==> src/design/mnt_pkg.sv <==
// Shared types and constants for the MIDI note tracker.
// Used by the front parser, the command queue, the back end and the top level.
`default_nettype none

package mnt_pkg;

	// Status nibbles that touch the held-note map
	localparam logic [3:0] KIND_NOTE_OFF = 4'h8;
	localparam logic [3:0] KIND_NOTE_ON  = 4'h9;

	// Status bytes that set the data count
	localparam logic [7:0] ST_SYS_FIRST  = 8'hA0;
	localparam logic [7:0] ST_PROG       = 8'hC0;
	localparam logic [7:0] ST_BEND       = 8'hE0;
	localparam logic [7:0] ST_SENSE      = 8'hFE;

	localparam logic [1:0] LEFT_NONE     = 2'd0;
	localparam logic [1:0] LEFT_ONE      = 2'd1;
	localparam logic [1:0] LEFT_TWO      = 2'd2;

	localparam int NOTE_W    = 7;
	localparam int NOTES     = 1 << NOTE_W;
	localparam int HALF_W    = NOTES / 2;

	// Command queue between front and back
	localparam int QDEPTH    = 2;
	localparam int QPTR_W    = $clog2(QDEPTH);
	localparam int QCNT_W    = $clog2(QDEPTH + 1);

	typedef struct packed {
		logic              ev;
		logic              on;
		logic [NOTE_W-1:0] note;
	} note_cmd_t;

endpackage : mnt_pkg

`default_nettype wire

==> src/design/mnt_front.sv <==
// Front end: accepts received bytes, tracks running status and data count,
// and turns each byte into a note command. Depends on mnt_pkg.
`default_nettype none

module mnt_front import mnt_pkg::*; (
	input  logic            clk,
	input  logic            arst_n,
	input  logic            in_valid,
	input  logic            in_stall,
	input  logic [7:0]      rx_byte,
	output note_cmd_t       cmd
);

	logic [7:0]        status_q;
	logic [NOTE_W-1:0] note_q;
	logic [1:0]        left_q;

	logic [7:0]        status_d;
	logic [NOTE_W-1:0] note_d;
	logic [1:0]        left_d;
	logic [3:0]        kind;

	assign kind = status_q[7:4];

	always_comb begin
		status_d = status_q;
		note_d   = note_q;
		left_d   = left_q;
		cmd      = '0;
		if (rx_byte >= ST_SYS_FIRST) begin
			status_d = rx_byte;
			if (rx_byte == ST_BEND) begin
				left_d = LEFT_TWO;
			end else if (rx_byte == ST_PROG) begin
				left_d = LEFT_ONE;
			end else if (rx_byte != ST_SENSE) begin
				left_d = LEFT_NONE;
			end
		end else if (rx_byte[7]) begin
			status_d = rx_byte;
			left_d   = LEFT_TWO;
		end else begin
			// consume a data byte; the first of two is the note
			if (left_q != LEFT_NONE) begin
				left_d = left_q - 2'd1;
			end
			if (left_q == LEFT_TWO) begin
				note_d = rx_byte[NOTE_W-1:0];
			end
			if (left_d == LEFT_NONE && (kind == KIND_NOTE_OFF || kind == KIND_NOTE_ON)) begin
				cmd.ev   = 1'b1;
				cmd.on   = (kind == KIND_NOTE_ON);
				cmd.note = note_d;
			end
		end
	end

	always_ff @(posedge clk or negedge arst_n) begin
		if (!arst_n) begin
			status_q <= '0;
			note_q   <= '0;
			left_q   <= LEFT_NONE;
		end else if (in_valid && !in_stall) begin
			status_q <= status_d;
			note_q   <= note_d;
			left_q   <= left_d;
		end
	end

	a_left_range: assert property (@(posedge clk) disable iff (!arst_n)
		left_q != 2'd3)
		else $error("data count out of range");

endmodule : mnt_front

`default_nettype wire

==> src/design/mnt_queue.sv <==
// Short command queue between the front parser and the back end.
// Depends on mnt_pkg for the command type and depth.
`default_nettype none

module mnt_queue import mnt_pkg::*; (
	input  logic      clk,
	input  logic      arst_n,
	input  logic      push,
	input  note_cmd_t push_cmd,
	input  logic      pop,
	output note_cmd_t pop_cmd,
	output logic      full,
	output logic      not_empty
);

	note_cmd_t         mem_q [QDEPTH];
	logic [QPTR_W-1:0] wr_q;
	logic [QPTR_W-1:0] rd_q;
	logic [QCNT_W-1:0] count_q;

	function automatic logic [QPTR_W-1:0] ptr_next(input logic [QPTR_W-1:0] p);
		ptr_next = (p == QPTR_W'(QDEPTH - 1)) ? '0 : p + 1'b1;
	endfunction

	assign full      = (count_q == QCNT_W'(QDEPTH));
	assign not_empty = (count_q != '0);
	assign pop_cmd   = mem_q[rd_q];

	always_ff @(posedge clk) begin
		if (push) begin
			mem_q[wr_q] <= push_cmd;
		end
	end

	always_ff @(posedge clk or negedge arst_n) begin
		if (!arst_n) begin
			wr_q    <= '0;
			rd_q    <= '0;
			count_q <= '0;
		end else begin
			if (push) begin
				wr_q <= ptr_next(wr_q);
			end
			if (pop) begin
				rd_q <= ptr_next(rd_q);
			end
			if (push && !pop) begin
				count_q <= count_q + 1'b1;
			end else if (pop && !push) begin
				count_q <= count_q - 1'b1;
			end
		end
	end

	a_no_overflow: assert property (@(posedge clk) disable iff (!arst_n)
		push |-> (!full || pop))
		else $error("push into full queue");

	a_no_underflow: assert property (@(posedge clk) disable iff (!arst_n)
		pop |-> not_empty)
		else $error("pop from empty queue");

endmodule : mnt_queue

`default_nettype wire

==> src/design/mnt_back.sv <==
// Back end: applies note commands to the held-note map and holds the
// result word until it is taken. Depends on mnt_pkg.
`default_nettype none

module mnt_back import mnt_pkg::*; (
	input  logic              clk,
	input  logic              arst_n,
	input  logic              cmd_avail,
	input  note_cmd_t         cmd,
	output logic              pop,
	output logic              out_valid,
	input  logic              out_stall,
	output logic [NOTES-1:0]  held,
	output logic              event_valid,
	output logic [NOTE_W-1:0] event_note,
	output logic              event_on
);

	logic [NOTES-1:0]  held_q;
	logic              valid_q;
	note_cmd_t         ev_q;
	logic [NOTES-1:0]  held_d;

	// advance when the result register is free or being taken
	assign pop = cmd_avail && (!valid_q || !out_stall);

	always_comb begin
		held_d = held_q;
		if (cmd.ev) begin
			held_d[cmd.note] = cmd.on;
		end
	end

	always_ff @(posedge clk or negedge arst_n) begin
		if (!arst_n) begin
			held_q  <= '0;
			valid_q <= 1'b0;
			ev_q    <= '0;
		end else begin
			if (pop) begin
				held_q  <= held_d;
				ev_q    <= cmd;
				valid_q <= 1'b1;
			end else if (!out_stall) begin
				valid_q <= 1'b0;
			end
		end
	end

	assign out_valid   = valid_q;
	assign held        = held_q;
	assign event_valid = ev_q.ev;
	assign event_note  = ev_q.note;
	assign event_on    = ev_q.on;

	a_map_holds: assert property (@(posedge clk) disable iff (!arst_n)
		!pop |=> $stable(held_q))
		else $error("held map changed without a command");

	a_on_needs_event: assert property (@(posedge clk) disable iff (!arst_n)
		ev_q.on |-> ev_q.ev)
		else $error("note on flagged without an event");

endmodule : mnt_back

`default_nettype wire

==> src/design/midi_note_tracker_core.sv <==
// Top level of the MIDI note tracker: front parser, command queue, back end.
// Depends on mnt_pkg, mnt_front, mnt_queue and mnt_back.
//
//   channel  handshake            payload
//   input    in_valid / in_stall  rx_byte
//   output   out_valid/ out_stall held_low, held_high, event_valid, event_note, event_on
//
// One word per cycle sustained while out_stall stays low; a taken word's
// command goes from the front into the queue at the taking edge, and from
// the queue into the result register when the back end pops it.
// Under output stall the two-entry queue takes up to two more words (one when
// it already holds one) before in_stall rises.
// Reset clears the parser state, the queue and the held-note map at once.
`default_nettype none

module midi_note_tracker_core import mnt_pkg::*; (
	input  logic              clk,
	input  logic              arst_n,
	input  logic              in_valid,
	output logic              in_stall,
	input  logic [7:0]        rx_byte,
	output logic              out_valid,
	input  logic              out_stall,
	output logic [63:0]       held_low,
	output logic [63:0]       held_high,
	output logic              event_valid,
	output logic [NOTE_W-1:0] event_note,
	output logic              event_on
);

	note_cmd_t        front_cmd;
	note_cmd_t        queue_cmd;
	logic             q_full;
	logic             q_avail;
	logic             q_pop;
	logic [NOTES-1:0] held;

	assign in_stall = q_full;

	mnt_front u_front (
		.clk      (clk),
		.arst_n   (arst_n),
		.in_valid (in_valid),
		.in_stall (in_stall),
		.rx_byte  (rx_byte),
		.cmd      (front_cmd)
	);

	mnt_queue u_queue (
		.clk       (clk),
		.arst_n    (arst_n),
		.push      (in_valid && !q_full),
		.push_cmd  (front_cmd),
		.pop       (q_pop),
		.pop_cmd   (queue_cmd),
		.full      (q_full),
		.not_empty (q_avail)
	);

	mnt_back u_back (
		.clk         (clk),
		.arst_n      (arst_n),
		.cmd_avail   (q_avail),
		.cmd         (queue_cmd),
		.pop         (q_pop),
		.out_valid   (out_valid),
		.out_stall   (out_stall),
		.held        (held),
		.event_valid (event_valid),
		.event_note  (event_note),
		.event_on    (event_on)
	);

	assign held_low  = held[HALF_W-1:0];
	assign held_high = held[NOTES-1:HALF_W];

endmodule : midi_note_tracker_core

`default_nettype wire

==> config.mk <==
export PLATFORM = sky130hd
export DESIGN_NAME = midi_note_tracker_core
export DESIGN_NICKNAME = d
export VERILOG_FILES = /design/src/design/mnt_pkg.sv /design/src/design/mnt_front.sv /design/src/design/mnt_queue.sv /design/src/design/mnt_back.sv /design/src/design/midi_note_tracker_core.sv
export SDC_FILE = /design/constraint.sdc
export NUM_CORES = 1
export LEC_CHECK = 0
export BUFFER_PORTS_ARGS = -buffer_cell sky130_fd_sc_hd__buf_2
export CORE_ASPECT_RATIO = 0.8
export CORE_MARGIN = 2
export CORE_UTILIZATION = 50
export DETAILED_ROUTE_END_ITERATION = 6
export PLACE_DENSITY = 0.79
export SYNTH_ARGS = -nofsm -noshare
export SYNTH_HDL_FRONTEND = slang
export SYNTH_SLANG_ARGS = --single-unit
==> constraint.sdc <==
create_clock -name clk -period 2.05 [get_ports clk]
set_input_delay 0.41 -clock clk [delete_from_list [all_inputs] [get_ports clk]]
set_output_delay 0.41 -clock clk [all_outputs]
set_load 0.005 [all_outputs]
==> flow_summary.toml <==
[timing]
finalSetupViolations = 16
slew_headroom_pct = 63.64
finalCriticalPeriod_ps = 2094
rsz0062_at_grt = "yes"
tightest_slew_ps = 538.6
min_period_over_period_pct = 102.2
max_clock_freq_ghz = 0.4775
final-hold-violation-count = 0
slew_viol_final = 0
finClkSkew_ps = 8.485
fin_ws_ps = -44.14

[finish]
area_growth_pct = 36.32
final_area_um2 = 10790
final_util_pct = 68.94
fin_nets = 861
drive_gt1_share_pct = 59.35
antennaDiodeCount = 0
fin_cells = 1076

[place]
gp_congestion = 0.8439
io_buffers = 150
dpl.hpwl_mm = 13.35
placed_cell_area_um2 = 9544
dp.cells = 1032

[worst_setup_path]
reg2reg_slack_ps = -40
cp-endpoint = "u_back.held[95]$_DFFE_PN0P_"
r2r_start = "u_queue.rd_q$_DFFE_PN0P_"
startpoint_type = "flip-flop"
crit_family = "buffers and inverters"
crit_cells = 8
path_common_cell = "buf_6"
endpoint_kind = "flip-flop"
cp_slowest_stage_delay_ps = 480
rr_endpoint = "u_back.held[95]$_DFFE_PN0P_"
crit_buf_inv = 4
worstSetupPathType = "flip-flop to flip-flop"
r2r_cells = 8
required_ps = 2370
path_cells = "buf_6 > mux2i_4 > buf_12 > buf_6 > a2111oi_4 > buf_4 > nand2_1 > mux2_2"
crit_arrival_ps = 2410
crit_slowest_cell = "dfrtp_2"
critPathLaunch = "u_queue.rd_q$_DFFE_PN0P_"
cp_max_fo = 6

[logic_synthesis]
async_flop_share_pct = 89.60
synth_cell_type_count = 50
synth_top_area_cell = "dfrtp_1"
ys_ff_latch = 173
yosysMostFrequentCell = "dfrtp_1"
yosysWarnings = 0
avgSynthCellArea_um2 = 12.68
synth_area_leaders = "dfrtp_1 (49%), mux2_2 (17%), edfxtp_1 (6.8%), nor2_1 (4.1%), mux2_1 (3.3%)"
seq_area_frac_synth_pct = 55.85
yosysTopAreaCellShare_pct = 49.02
synth_commonest_cells = "dfrtp_1 (155), mux2_2 (117), nor2_1 (87)"
postSynthNetCount = 637
synth_edf_count = 18
synthFlopType = "dfrtp_1"
syn_area_um2 = 7913
synth_cells = 624

[global_route]
grt_pass1_wl_mm = 30.10
overflow = 0
grt_busiest_layer = "met2"
grtUsageMet3_pct = 4.961
antenna_found_initial = 0
first_global_vias = 5537
grt_max_degree = 73
grt_use_met2_pct = 38.14
use_met1_pct = 32.51
grt_use_total_pct = 23.49

[status]
run_status = "finished with violations"
violations = "negative setup slack"

[cts]
clk_latency_ps = 440
h-tree-depth = 4
clkTransAtPathRegs_ps = 60
cts_inserted_buffers = 17
cts_tree = "built"
cts.sinks = 173
clockRootBuffer = "clkbuf_16"
clockBufferDepth = 2

[drt]
vias = 5935
drc = 0
wl_per_cell_um = 18.92
viasPerCell = 5.516
drt-total-wl_mm = 20.36
ant_nets = 0
drt_first_pass_iters = 4
drt_iter0_markers = 416

[floorplanning]
die_x_um = 144.6
core_area_um2 = 15650
placementRows = 41
die_y_um = 116.5
io_pins = 151
dieArea_um2 = 16850
start_util_pct = 50.57

[job]
maxCapViolCount = 0

[pwr]
powerDensity_nw_per_um2 = 1237
ir_drop_uv = 757.1
power_mw = 13.34
leakage_nw = 5.317

[min_path]
hold_class = "primary input to flip-flop"
cells by family after synthesis:
group	after synthesis	share of synthesized area, %
mux	156	22.33
buf+inv	35	2.040
fa+ha+maj	1	0.1581
xor+xnor	5	0.5535
flops	173	55.85
compound gates	47	7.053
simple gates	207	12.02
sequential cells by signal (all words and copies together), names as in the netlist, 2 cells and up:
register           cells
u_queue.count_q        2
u_front.left_q         2
u_front.note_q         7
u_front.status_q       4
u_queue.mem_q         18
u_back.held          128
u_back.event_note      7
worst min path at each step:
stage,startpoint,to,slack (ps),depth (start not counted)
2_1_floorplan,arst_n,u_back.event_note[0]$_DFFE_PN0P_,110,0
5_1_grt,rx_byte[2],u_front.note_q[2]$_DFFE_PN0P_,270,2
4_1_cts,rx_byte[0],u_front.note_q[0]$_DFFE_PN0P_,250,2
3_3_place_gp,arst_n,u_front.status_q[7]$_DFFE_PN0P_,410,1
6_report,rx_byte[0],u_front.note_q[0]$_DFFE_PN0P_,260,2
3_5_place_dp,arst_n,u_front.status_q[6]$_DFFE_PN0P_,400,1
cells in the final DEF, fill, tap and decap left out, drive strengths merged, types with 5 or more instances in the layout:
cell,netlist,layout
a2111oi,8,8
and3b,7,7
buf,9,233
clkbuf,21,20
clkinv,0,5
dfrtp,155,155
edfxtp,18,18
inv,5,11
mux2,141,141
mux2i,15,15
nand2,59,59
nand3,5,5
nand3b,5,5
nor2,87,87
nor3,19,19
nor3b,9,9
o2111ai,8,8
o21ai,9,9
o22ai,9,9
stage by stage:
stage / hold slack [ps] / setup TNS, ps / setup slack (ps)
CTS: 254.4 / -3.693 / -2.480
finish: 262.6 / -269.5 / -44.14
global placement: 405.9 / -8421 / -129.9
floorplan: 114.4 / 0 / 15.22
global route: 269.3 / -2445 / -87.86
detailed placement: 404.9 / -13990 / -203.6
cell type report:
| class | instances | area, µm² |
|---|---|---|
| tap | 215 | 269.0 |
| sequential | 173 | 4420 |
| clock inverter | 13 | 103.9 |
| clock buffer | 19 | 452.9 |
| inverter | 5 | 18.77 |
| multi-input combinational | 416 | 3837 |
| fill | 1059 | 4860 |
| timing repair buffer | 235 | 1684 |
per-layer routing:
metal / vias to the layer above / wire length [µm]
li1: 2681 / -
met2: 179 / 10140
met5: - / 0
met4: 0 / 234
met3: 20 / 979
met1: 3055 / 8998
worst reg2reg max path: stages (launching register included):
cell       delay [ps]
dfrtp_2           480
buf_6             170
mux2i_4           190
buf_12            140
buf_6             120
a2111oi_4         310
buf_4             210
nand2_1            70
mux2_2            280
repair_timing:
action,in CTS,in global routing
setup buffers,4,6
resized for setup,24,128
pin swaps,4,24
endpoints found under the hold margin,46,0
hold buffers,1,0
gates cloned,0,1
endpoints found under the setup margin,127,112
where the power goes:
group          leakage (nW)  internal (mW)  switching [mW]  total [mW]
Sequential             2.27           4.43           0.589        5.02
Combinational          2.77           2.53            2.75        5.28
Clock                 0.272           1.64            1.41        3.04
(Power assumes the default switching activity.)
